===== src/rtl/stpv_pkg.sv =====
// ----------------------------------------------------------------------------
// stpv_pkg
// shared constants and types for the sorted table with prime view
// ----------------------------------------------------------------------------
`default_nettype none
package stpv_pkg;
   localparam int DEFAULT_DEPTH = 256;
   localparam int VAL_W = 32;
   localparam int FUNC_W = 3;
   localparam int POS_W = 8;
   localparam int ST_W = 2;
   localparam int CNT_W = 9;

   localparam logic [FUNC_W-1:0] FUNC_INSERT = 3'd0;
   localparam logic [FUNC_W-1:0] FUNC_REMOVE = 3'd1;
   localparam logic [FUNC_W-1:0] FUNC_READ_ASC = 3'd2;
   localparam logic [FUNC_W-1:0] FUNC_READ_SIDE = 3'd3;
   localparam logic [FUNC_W-1:0] FUNC_READ_PRIME = 3'd4;

   localparam logic [ST_W-1:0] ST_OK = 2'd0;
   localparam logic [ST_W-1:0] ST_NOT_FOUND = 2'd1;
   localparam logic [ST_W-1:0] ST_RANGE = 2'd2;
   localparam logic [ST_W-1:0] ST_FULL = 2'd3;

   // controller to datapath
   typedef struct packed {
      logic load;       // capture request word
      logic scan_rd;    // issue read at scan index
      logic scan_step;  // advance scan index
      logic prime_start;
      logic shift_rd;   // read neighbor for shift
      logic shift_wr;   // write shifted entry
      logic ins_wr;     // write new entry at insert point
      logic commit_ins;
      logic commit_rem;
      logic direct_rd;  // read at mapped position
      logic finish;     // build response word
   } ctl_type;

   // datapath to controller
   typedef struct packed {
      logic [FUNC_W-1:0] func;
      logic full;
      logic scan_done;   // scan index reached fill count
      logic scan_hit;    // registered read data matches
      logic prime_done;
      logic shift_done;
      logic direct_ok;
   } sts_type;
endpackage
`default_nettype wire


===== src/rtl/stpv_ctrl.sv =====
// ----------------------------------------------------------------------------
// stpv_ctrl
// sequencer for scan, shift, primality test and response handshake
// ----------------------------------------------------------------------------
`default_nettype none
module stpv_ctrl
   import stpv_pkg::*;
(
   input  wire logic clock,
   input  wire logic reset,
   input  wire logic req_valid,
   output logic      req_ready,
   output logic      rsp_valid,
   input  wire logic rsp_ready,
   output ctl_type   ctl,
   input  wire sts_type sts
);
   typedef enum logic [10:0] {
      S_IDLE   = 11'b00000000001,
      S_DISP   = 11'b00000000010,
      S_SRD    = 11'b00000000100,
      S_SCHK   = 11'b00000001000,
      S_PRIME  = 11'b00000010000,
      S_SHRD   = 11'b00000100000,
      S_SHWR   = 11'b00001000000,
      S_INS    = 11'b00010000000,
      S_DRD    = 11'b00100000000,
      S_FIN    = 11'b01000000000,
      S_RSP    = 11'b10000000000
   } state_type;

   state_type state_ff, state_in;

   assign req_ready = (state_ff == S_IDLE);
   assign rsp_valid = (state_ff == S_RSP);

   always_comb begin
      state_in = state_ff;
      ctl = '0;
      unique case (state_ff)
         S_IDLE: if (req_valid) begin
            ctl.load = 1'b1;
            state_in = S_DISP;
         end
         S_DISP: begin
            unique case (sts.func)
               FUNC_INSERT: state_in = sts.full ? S_FIN : S_SRD;
               FUNC_REMOVE, FUNC_READ_PRIME: state_in = S_SRD;
               FUNC_READ_ASC, FUNC_READ_SIDE: state_in = S_DRD;
               default: state_in = S_FIN;
            endcase
         end
         S_SRD: begin
            if (sts.scan_done) begin
               if (sts.func == FUNC_INSERT) begin
                  ctl.prime_start = 1'b1;
                  ctl.scan_rd = 1'b1;
                  state_in = S_PRIME;
               end else state_in = S_FIN;
            end else state_in = S_SCHK;
         end
         S_SCHK: begin
            ctl.scan_rd = 1'b1;
            if (sts.scan_hit) begin
               if (sts.func == FUNC_INSERT) begin
                  ctl.prime_start = 1'b1;
                  state_in = S_PRIME;
               end else if (sts.func == FUNC_REMOVE) state_in = S_SHRD;
               else state_in = S_FIN;
            end else begin
               ctl.scan_step = 1'b1;
               state_in = S_SRD;
            end
         end
         S_PRIME: state_in = S_SHRD;
         S_SHRD: begin
            if (sts.shift_done) begin
               state_in = (sts.func == FUNC_INSERT) ? S_INS : S_FIN;
               if (sts.func == FUNC_REMOVE) ctl.commit_rem = 1'b1;
            end else begin
               ctl.shift_rd = 1'b1;
               state_in = S_SHWR;
            end
         end
         S_SHWR: begin
            ctl.shift_wr = 1'b1;
            state_in = S_SHRD;
         end
         S_INS: if (sts.prime_done) begin
            ctl.ins_wr = 1'b1;
            ctl.commit_ins = 1'b1;
            state_in = S_FIN;
         end
         S_DRD: begin
            ctl.direct_rd = 1'b1;
            state_in = S_FIN;
         end
         S_FIN: begin
            ctl.finish = 1'b1;
            state_in = S_RSP;
         end
         S_RSP: if (rsp_ready) state_in = S_IDLE;
         default: state_in = S_IDLE;
      endcase
   end

   always_ff @(posedge clock) begin
      if (reset) begin
         state_ff <= S_IDLE;
      end else begin
         state_ff <= state_in;
      end
   end
endmodule
`default_nettype wire


===== config.mk =====
export PLATFORM = sky130hd
export DESIGN_NAME = stpv_ctrl
export DESIGN_NICKNAME = d
export VERILOG_FILES = /design/src/rtl/stpv_pkg.sv /design/src/rtl/stpv_ctrl.sv
export SDC_FILE = /design/constraint.sdc
export NUM_CORES = 1
export LEC_CHECK = 0
export BUFFER_PORTS_ARGS = -buffer_cell sky130_fd_sc_hd__buf_4
export CORE_AREA = 2 2 52 54
export DETAILED_ROUTE_END_ITERATION = 12
export DIE_AREA = 0 0 54 56
export PLACE_DENSITY_LB_ADDON = 0.2
export SKIP_CTS_REPAIR_TIMING = 1
export SLEW_MARGIN = 25
export SYNTH_ARGS = -nofsm -noshare
export SYNTH_HDL_FRONTEND = slang
export SYNTH_SLANG_ARGS = --single-unit

===== constraint.sdc =====
create_clock -name clock -period 2 [get_ports clock]
set_input_delay 0.4 -clock clock [delete_from_list [all_inputs] [get_ports clock]]
set_output_delay 0.4 -clock clock [all_outputs]
set_load 0.05 [all_outputs]

; ---- Word level (Yosys, flattened, before mapping)
; Cells that the tools add are included.
; W data, S select, Z words.
[word_totals]
reg_bits = 11
latchBits = 0
mem_bits_rw = 0
romBits = 0
input_bits = 13
wordCells = 56
n_memories = 0
[classes]
addsub = 0
multipliers = 0
div_mod_pow = 0
magnitude_cmp = 0
eq_ne = 18
shift = 0
n_mux = 32
n_bitwise = 0
reduce_logical = 5
[op_table]
columns = operator, n
row1 = $pmux W11 S10, 1
row2 = $mux W10, 6
row3 = $mux W11, 5
row4 = $pmux W10 S3, 1
row5 = $mux W1, 15
row6 = $eq A11 B1 Y1 const B, 1
row7 = $eq A11 B10 Y1 const B, 1
row8 = $eq A11 B11 Y1 const B, 1
row9 = $eq A11 B2 Y1 const B, 1
row10 = $eq A11 B3 Y1 const B, 1
row11 = $eq A11 B4 Y1 const B, 1
row12 = $eq A11 B5 Y1 const B, 1
row13 = $eq A11 B6 Y1 const B, 1
row14 = $eq A11 B7 Y1 const B, 1
row15 = $eq A11 B8 Y1 const B, 1
row16 = $eq A11 B9 Y1 const B, 1
row17 = $eq A3 B2 Y1 const B, 2
row18 = $reduce_or A2 Y1, 3
row19 = $mux W2, 2
row20 = $ne A2 B2 Y1 const B, 2
row21 = $pmux W1 S2, 2
row22 = $eq A3 B1 Y1 const B, 1
row23 = $eq A3 B3 Y1 const B, 1
row24 = $logic_not A3 Y1, 1
row25 = other kinds (2), 2

; ---- Logic depth before layout (Yosys ltp)
; Gate-level depths: netlist of run 1.
[depth]
ltp_word = 5
mapped_depth = 6
mapped_depth_nobuf = 5

; ---- Worst setup path after synthesis of run 1
; Ideal clock, no wire load.
[synth_timing]
path_type = register to output
startpoint = reg state_ff[2]
endpoint = out ctl[5] (netlist bit)
t_arrival_ns = 2.583
required_time_ns = 1.600
setup_slack_ns = -0.983
stages_incl_launch_ff = 4
n_path_buf = 0
path_cell_list = dfxtp_1 > nor4_4 > nand3_1 > nor4b_1
[synth_rtl]
columns = element, line
row1 = from (decl), stpv_ctrl.sv:32  ; state_type state_ff, state_in;
row2 = from (signal assigned), stpv_ctrl.sv:111  ; state_ff <= state_in;
row3 = to (decl), stpv_ctrl.sv:15  ; output ctl_type ctl,

==> out/results.txt, run 1 <==
WP data arrival: 1.76 ns
Dpl hpwl: 1.97 mm
Final Slew Violations: 0
R2R Setup Slk: 0.16 ns
Leakage: 0.587 nW
Die X: 54 um
Final setup violation count: 11
Yosys cell types: 50
Setup Skew: 0.00222 ns
Drt pass-1 iters: 4
Final Instance Count excl. Fillers: 186
DRT iter0 DRCs: 21
PnR worst setup slack: -0.164 ns
CP Class: flop to output pin
Worst r2r dst: state_ff[0]
Switching Fraction: 38.1%
Post-synth EDFFs: 0
Leading cell type in the layout, fill and taps excluded: buf_4
Synthesized net count: 125
Avg WL per Cell: 14.8 um
Io pins: 26
CTS Buffer Depth: 2
Sequential area share after synthesis: 23.9%
Status: finished, violations left
Yosys warns: 0
# port buffers: 24
Tcrit/Tclk final: 108%
Clock latency on the worst-skew pair: 0.27 ns
Worst-path clk slew: 0.07 ns
Clock network power share: 20.0%
GRT overflow: 0
Pwr dens: 545 nW/um^2
Violated checks: setup timing
RSZ-0062 raised after global routing: yes
Setup crit start kind: flop
Overall Global Routing Usage: 18.2%
Die H: 56 um
Synthesized flop and latch total: 11
DR vias/cell: 5.58
Ys async rst share: 0%
Dpl ws: 0.0960 ns
Sw Pwr: 0.300 mW
Synth Flop Type: dfxtp_1
Vias in the first global route: 889
Initial antenna violation count: 0
Peak Freq: 0.462 GHz
Syn avg cell area: 8.23 sq um
CP max FO: 4
CTS HTree Levels: 1
Num CTS Buffers: 3
Placed cell count: 171
Crit path to: ctl[3]
Setup crit end kind: output pin
Hold_ws: 0.309 ns
Max_slew headroom: 71.7%
Int Power: 0.488 mW
N_diodes: 0
Die ar.: 3020 sq um
WL final: 2.74 mm
DR vias: 1038
Biggest regs: state_ff (11)
Syn Inst Count: 112
Drt drc: 0
Core ar.: 2430 sq um
Worst slew pin tran: 0.422 ns
Fin crit period: 2.16 ns
Power Total: 0.789 mW
Row count: 18
TritonCTS clock tree: yes
Combinational power share: 48.7%
Reg-to-Reg Start: state_ff[1]
Number of hold violations in the final report: 0
Synthesized area: 922 sq um
Flop pwr share: 31.4%
Reg2reg path depth: 7
Worst Hold Class: primary input to flop
Setup crit start: state_ff[0]
Starting Density: 37.9%
Number of routed nets with antenna violations: 0
First-pass GRT wire length: 4.04 mm
CTS root buffer: clkbuf_4
Max Cap Violations: 0
Largest net degree at the start of global routing: 11
Nets@finish: 170
Routability Congestion: 0.790
Layout cell share with drive strength beyond 1: 50.0%
Max reg flops: 11
Most frequent cells in the layout: 31 x buf_4, 15 x nor2_1, 10 x buf_6
P&R area growth vs syn: 57.0%
Worst VDD drop: 0.402 mV
Most flops, register: state_ff
Final Core Density: 59.5%
Required @ worst endpoint: 1.60 ns
Count of clock tree sinks: 11
[synth_stat cells, types with 3 or more instances]
master     n  area share (%)
nor2_1    18             7.3
dfxtp_1   11              24
nand3_1    5             2.7
nor3_1     5             2.7
o21ai_0    5             2.7
nand2_1    4             1.6
nor2b_1    4             2.7
nand2b_1   3             2.0
nor3_2     3             3.3
nor3b_1    3             2.4
nor4b_1    3             2.8
[per-stage QoR]
step           cell area (sq um)  setup TNS (ns)
4_1_cts                     1230           -1.54
2_1_floorplan                957          -0.280
5_1_grt                     1450           -2.09
3_3_place_gp                1210               0
6_report                    1450           -1.12
3_5_place_dp                1210               0
[logic make-up after synthesis]
kind of cell | synth area share (%)
simple gates | 49.1
compound gates | 17.5
flops | 23.9
buf+inv | 6.65
xor+xnor | 2.85
[how the worst min path moves through the flow]
stage                       from           to  depth (start not counted)  slack [ns]
after floorplan           sts[4]  state_ff[3]                          1        0.48
after global placement    sts[4]  state_ff[3]                          2        0.60
after detailed placement  sts[4]  state_ff[3]                          2        0.60
after CTS                 sts[4]  state_ff[3]                          2        0.31
after global routing      sts[1]  state_ff[6]                          2        0.31
final                     sts[1]  state_ff[6]                          2        0.31
[layer usage]
metal	routed length (um)	GRT usage (%)	share of wire, %
met1	1230	23.3	45
met2	1290	28.2	47
met3	163	3.49	5.9
met4	60	8.93	2.2
met5	0	0	0
[area by class of cell]
cell class / instances / area [sq um]
clock buffer: 4 / 26.3
inverter: 3 / 11.3
multi-input combinational: 92 / 711
fill: 213 / 985
tap: 30 / 37.5
sequential: 11 / 236
timing repair buffer: 46 / 425
[power by group through the flow]
| stage | logic, mW | clock network, mW | registers, mW |
|---|---|---|---|
| floorplan | 0.182 | 0 | 0.250 |
| global placement | 0.264 | 0 | 0.253 |
| detailed placement | 0.270 | 0 | 0.254 |
| CTS | 0.271 | 0.162 | 0.249 |
| global route | 0.411 | 0.179 | 0.250 |
| finish | 0.384 | 0.158 | 0.247 |
[critical path, stage by stage (launching register included)]
cell	delay (ns)
dfxtp_4	0.37
nor4_4	0.36
buf_4	0.18
and3b_2	0.20
and4_4	0.23
buf_8	0.15
Power figures use the tool's default switching activity.
==> run 2, diff against run 1 <==
--- a/config.mk
+++ b/config.mk
@@ -6,9 +6,9 @@
 export NUM_CORES = 1
 export LEC_CHECK = 0
 export BUFFER_PORTS_ARGS = -buffer_cell sky130_fd_sc_hd__buf_4
-export CORE_AREA = 2 2 52 54
+export CORE_AREA = 2 2 43 64
 export DETAILED_ROUTE_END_ITERATION = 12
-export DIE_AREA = 0 0 54 56
+export DIE_AREA = 0 0 45 66
 export PLACE_DENSITY_LB_ADDON = 0.2
 export SKIP_CTS_REPAIR_TIMING = 1
 export SLEW_MARGIN = 25
==> run 2 against run 1 <==
Effect of this change:
- the run still ends with setup timing left
- clock-buffer cell count unchanged
- die area down 1.8%
- worst setup slack better by 0.016 ns
- maximum frequency up 0.75%
- register-to-register slack worse by 0.05 ns
- worst hold slack better by 0.0070 ns
- first-iteration DRC count up 57%
- clock skew up 0.0012 ns
- sequential share of layout area up 0.092 points
- wire length down 4.6%
- critical path depth unchanged
- critical endpoint is now ctl[4]
- largest cell class unchanged
- largest power group unchanged
- highest routed layer unchanged
==> out/results.txt, run 2 (synthesis gave the netlist of run 1 again) <==
DR vias/cell: 5.86
PnR worst setup slack: -0.148 ns
Most flops, register: state_ff
Overall Global Routing Usage: 18.9%
Initial antenna violation count: 0
Worst r2r dst: state_ff[0]
Multi-input gate area: 714 sq um
Combinational power share: 44.9%
Clock latency on the worst-skew pair: 0.27 ns
Final Instance Count excl. Fillers: 176
Drt pass-1 iters: 4
WP buf/inv: 2
Reg2reg path depth: 8
Biggest regs: state_ff (11)
GRT overflow: 0
Most frequent cells in the layout: 28 x buf_4, 16 x nor2_1, 10 x buf_6
# port buffers: 24
Worst Hold Depth: 2
Io pins: 26
N_diodes: 0
P&R area growth vs syn: 51.2%
Starting Density: 38.1%
Fin crit period: 2.15 ns
Worst stage delay on the critical path: 0.37 ns
Placed Area: 1200 sq um
Final setup violation count: 9
Leading cell type in the layout, fill and taps excluded: buf_4
CTS root buffer: clkbuf_4
First-pass GRT wire length: 4.14 mm
Die ar.: 2970 sq um
Worst slew pin tran: 0.585 ns
CP max FO: 5
Row count: 22
Reg-to-Reg Start: state_ff[0]
Layout cell share with drive strength beyond 1: 47.4%
Core ar.: 2420 sq um
Status: finished, violations left
Number of routed nets with antenna violations: 0
Tcrit/Tclk final: 107%
Highest-delay cell along the critical path: dfxtp_4
Vias in the first global route: 968
CTS HTree Levels: 1
CP Class: flop to output pin
TritonCTS clock tree: yes
R2R Setup Slk: 0.11 ns
Worst VDD drop: 0.331 mV
Pwr dens: 528 nW/um^2
Dpl hpwl: 1.94 mm
Worst Hold Class: primary input to flop
Routability Congestion: 0.895
Placed cell count: 165
Peak Freq: 0.466 GHz
DR vias: 1032
Final Slew Violations: 0
Avg WL per Cell: 14.9 um
Max_slew headroom: 60.4%
Drt drc: 0
Die H: 66 um
Clock network power share: 21.2%
Hold_ws: 0.316 ns
Setup Skew: 0.00345 ns
RSZ-0062 raised after global routing: yes
Number of hold violations in the final report: 0
Worst-path clk slew: 0.07 ns
Count of clock tree sinks: 11
Hold Startpoint: sts[1]
Violated checks: setup timing
Switching Fraction: 38.1%
Num CTS Buffers: 3
DRT iter0 DRCs: 33
Nets@finish: 166
Cell family with most CP delay: simple AND/OR/NAND/NOR gates
Die X: 45 um
Setup crit end kind: output pin
# fillers: 229
Sw Pwr: 0.280 mW
Leakage: 0.560 nW
Sequential Area: 229 sq um
Setup crit start kind: flop
Max Cap Violations: 0
Required @ worst endpoint: 1.60 ns
Flop pwr share: 33.9%
Crit-path cells: nor4_4 -> buf_4 -> and3b_1 -> and4_4 -> buf_8
Largest net degree at the start of global routing: 11
WL final: 2.62 mm
Setup crit start: state_ff[0]
CTS Buffer Depth: 2
Max reg flops: 11
Int Power: 0.455 mW
Hold Path End: state_ff[6]
Fin area: 1390 sq um
WP data arrival: 1.75 ns
## run 2: final cells by class
cell class	count	area share, %
Timing Repair Buffer	42	27.5
Multi-Input combinational cell	92	51.3
Tap cell	24	2.15
Sequential cell	11	16.4
Inverter	3	0.808
Clock buffer	4	1.89
## run 2: power by group through the flow
| stage | Combinational [mW] | Sequential, mW | Clock [mW] |
|---|---|---|---|
| floorplan | 0.182 | 0.250 | 0 |
| global placement | 0.268 | 0.252 | 0 |
| detailed placement | 0.273 | 0.253 | 0 |
| CTS | 0.274 | 0.248 | 0.157 |
| global route | 0.351 | 0.252 | 0.179 |
| finish | 0.331 | 0.249 | 0.156 |
## run 2: worst max path at each step
stage	end	slack, ns	cells after the start
global placement	ctl[7]	0.14	4
floorplan	ctl[7]	-0.11	4
detailed placement	ctl[10]	0.14	5
CTS	ctl[7]	-0.16	4
finish	ctl[4]	-0.15	5
global route	ctl[4]	-0.22	5
## run 2: metal layers
metal / part of all wire, % / GRT usage, % / vias to the layer above / routed length [um]
met5: 0 / 0 / - / 0
li1: - / - / 504 / -
met3: 5.0 / 4.64 / 7 / 131
met1: 39 / 21.3 / 488 / 1030
met4: 2.5 / 11.8 / 0 / 65
met2: 53 / 30.5 / 33 / 1390
## run 2: metrics by stage
step	TNS [ns]	util, %	setup WS, ns	total power, mW
after floorplan	-0.280	-	-0.106	0.432
after global placement	0	49.5	0.137	0.520
after detailed placement	0	49.5	0.143	0.526
after CTS	-1.10	50.6	-0.163	0.679
after global routing	-1.52	57.5	-0.220	0.782
final	-0.606	57.5	-0.148	0.735
==> run 3, diff against run 2 <==
--- a/config.mk
+++ b/config.mk
@@ -5,10 +5,11 @@
 export SDC_FILE = /design/constraint.sdc
 export NUM_CORES = 1
 export LEC_CHECK = 0
+export ABC_AREA = 1
 export BUFFER_PORTS_ARGS = -buffer_cell sky130_fd_sc_hd__buf_4
-export CORE_AREA = 2 2 43 64
+export CORE_AREA = 2 2 41 62
 export DETAILED_ROUTE_END_ITERATION = 12
-export DIE_AREA = 0 0 45 66
+export DIE_AREA = 0 0 43 64
 export PLACE_DENSITY_LB_ADDON = 0.2
 export SKIP_CTS_REPAIR_TIMING = 1
 export SLEW_MARGIN = 25
==> run 3 against run 2 <==
Effect of this change:
- the flow now finishes without violations
- first-iteration DRC count shrank 27%
- combinational power shrank 6.6%
- largest power group unchanged
- critical path depth rose by 2
- highest routed layer unchanged
- critical path type unchanged
- maximum frequency rose by 12%
==> out/results.txt, run 3 <==
Synthesized area: 841 sq um
Final Slew Violations: 0
Die H: 64 um
WP buf/inv: 2
Setup Skew: 0.00567 ns
# port buffers: 24
Synthesized flop and latch total: 11
Clock latency on the worst-skew pair: 0.27 ns
Cell family with most CP delay: simple AND/OR/NAND/NOR gates
DRT iter0 DRCs: 24
Die X: 43 um
DR vias: 923
CP max FO: 8
Setup crit end kind: output pin
WP data arrival: 1.53 ns
Synth Flop Type: dfxtp_1
Peak Freq: 0.519 GHz
Area contributors post-synth: dfxtp_1 26%, nand2_1 13%, nor2_1 10%
Starting Density: 38.1%
Leakage: 0.572 nW
GRT overflow: 0
Num CTS Buffers: 3
Drt drc: 0
First-pass GRT wire length: 3.48 mm
Placed Area: 1050 sq um
Overall Global Routing Usage: 15.9%
Post-synth top area share: 26.2%
Ys async rst share: 0%
Crit path top cell by count: buf_4
Yosys warns: 0
Avg WL per Cell: 11.0 um
Sw Pwr: 0.299 mW
Drt pass-1 iters: 4
# fillers: 224
Top-count cell post-synth: nand2_1
RSZ-0062 raised after global routing: yes
Flop pwr share: 34.9%
Synthesized net count: 146
Count of clock tree sinks: 11
Worst slew pin tran: 0.345 ns
Sequential area share after synthesis: 26.2%
Yosys cell types: 23
Most frequent cells in the layout: 27 x nand2_1, 22 x inv_1, 22 x buf_4
Fin crit period: 1.93 ns
Tcrit/Tclk final: 96.3%
Syn avg cell area: 6.32 sq um
Crit-path cells: nor2_4 -> nand2_4 -> nor2_8 -> buf_4 -> nand2_2 -> nor2_1 -> buf_4
Placed cell count: 178
Final Instance Count excl. Fillers: 185
Nets@finish: 176
Power Total: 0.713 mW
TritonCTS clock tree: yes
CP Class: flop to output pin
WL final: 2.04 mm
Layout cell share with drive strength beyond 1: 39.5%
Syn Inst Count: 133
Worst VDD drop: 0.303 mV
Row count: 21
Number of hold violations in the final report: 0
Worst-path clk slew: 0.07 ns
Vias in the first global route: 920
Dpl hpwl: 1.64 mm
Required @ worst endpoint: 1.60 ns
Status: completed
Number of routed nets with antenna violations: 0
Die ar.: 2750 sq um
Most flops, register: state_ff
Fin area: 1170 sq um
P&R area growth vs syn: 38.7%
Cell taking the most area after synthesis: dfxtp_1
Clock network power share: 21.8%
CTS HTree Levels: 1
Worst stage delay on the critical path: 0.34 ns
Max reg flops: 11
Pwr dens: 611 nW/um^2
Largest net degree at the start of global routing: 11
Post-synth EDFFs: 0
DR vias/cell: 4.99
CTS root buffer: clkbuf_4
Worst Hold Class: primary input to flop
Initial antenna violation count: 0
Core ar.: 2210 sq um
Int Power: 0.413 mW
Highest-delay cell along the critical path: dfxtp_2
Combinational power share: 43.3%
Biggest regs: state_ff (11)
Leading cell type in the layout, fill and taps excluded: nand2_1
CTS Buffer Depth: 2
Max Cap Violations: 0
Switching Fraction: 42.0%
Post-synth top cells: 30 x nand2_1, 23 x nor2_1, 22 x inv_1, 11 x dfxtp_1, 8 x nand3_1
Routability Congestion: 0.805
Io pins: 26
N_diodes: 0
Max_slew headroom: 76.8%
Final Core Density: 52.8%
Final setup violation count: 0
Setup crit start kind: flop
Hold_ws: 0.306 ns
[run 3: metal layers]
| layer | vias to the layer above | global-route usage [%] | part of all wire, % |
|---|---|---|---|
| li1 | 471 | - | - |
| met1 | 413 | 16.3 | 38 |
| met2 | 31 | 30.9 | 55 |
| met3 | 8 | 1.13 | 4.5 |
| met4 | 0 | 7.58 | 2.5 |
| met5 | - | 0 | 0 |
[run 3: cell type report]
class	count	area [sq um]	share of cell area, %
Timing Repair Buffer	27	221	19.0
Clock buffer	4	26.3	2.25
Multi-Input combinational cell	97	578	49.6
Tap cell	23	28.8	2.47
Sequential cell	11	225	19.3
Inverter	23	86.3	7.40
[run 3: path summary, 6_finish.rpt]
check,slack [ns],endpoint,cells past startpoint,startpoint
min reg2reg,0.57,state_ff[10],2,state_ff[10]
min,0.31,state_ff[3],2,sts[4]
max reg2reg,0.53,state_ff[0],11,state_ff[5]
max,0.07,ctl[10],7,state_ff[5]
[run 3: through the flow]
| stage | setup TNS, ns | setup slack [ns] |
|---|---|---|
| floorplan | 0 | 0.0160 |
| global placement | 0 | 0.277 |
| detailed placement | 0 | 0.258 |
| CTS | -0.0372 | -0.0372 |
| global route | -0.0240 | -0.0155 |
| finish | 0 | 0.0747 |
[run 3: logic make-up (layout without fill, tap and decap cells)]
family | count (synthesis) | after routing | share of synthesized area (%)
AOI/OAI and AO/OA | 9 | 9 | 5.95
and+or+nand+nor | 88 | 88 | 56.3
buffers and inverters | 25 | 54 | 11.6
DFF | 11 | 11 | 26.2
[run 3: power by group through the flow]
stage	clock, mW	combinational (mW)	sequential, mW
floorplan	0	0.221	0.248
global placement	0	0.289	0.251
detailed placement	0	0.294	0.252
CTS	0.155	0.295	0.247
global route	0.169	0.343	0.251
finish	0.155	0.309	0.249
[run 3: worst register-to-register path, cell delays in order, from the launching register on]
cell	delay, ns
dfxtp_2	0.34
nor2_4	0.14
nand2_4	0.10
nor2_8	0.18
buf_4	0.15
nand2_2	0.06
inv_2	0.07
nand2_2	0.05
nand2_2	0.07
nor2_2	0.05
o21ai_1	0.11
nand2_1	0.06
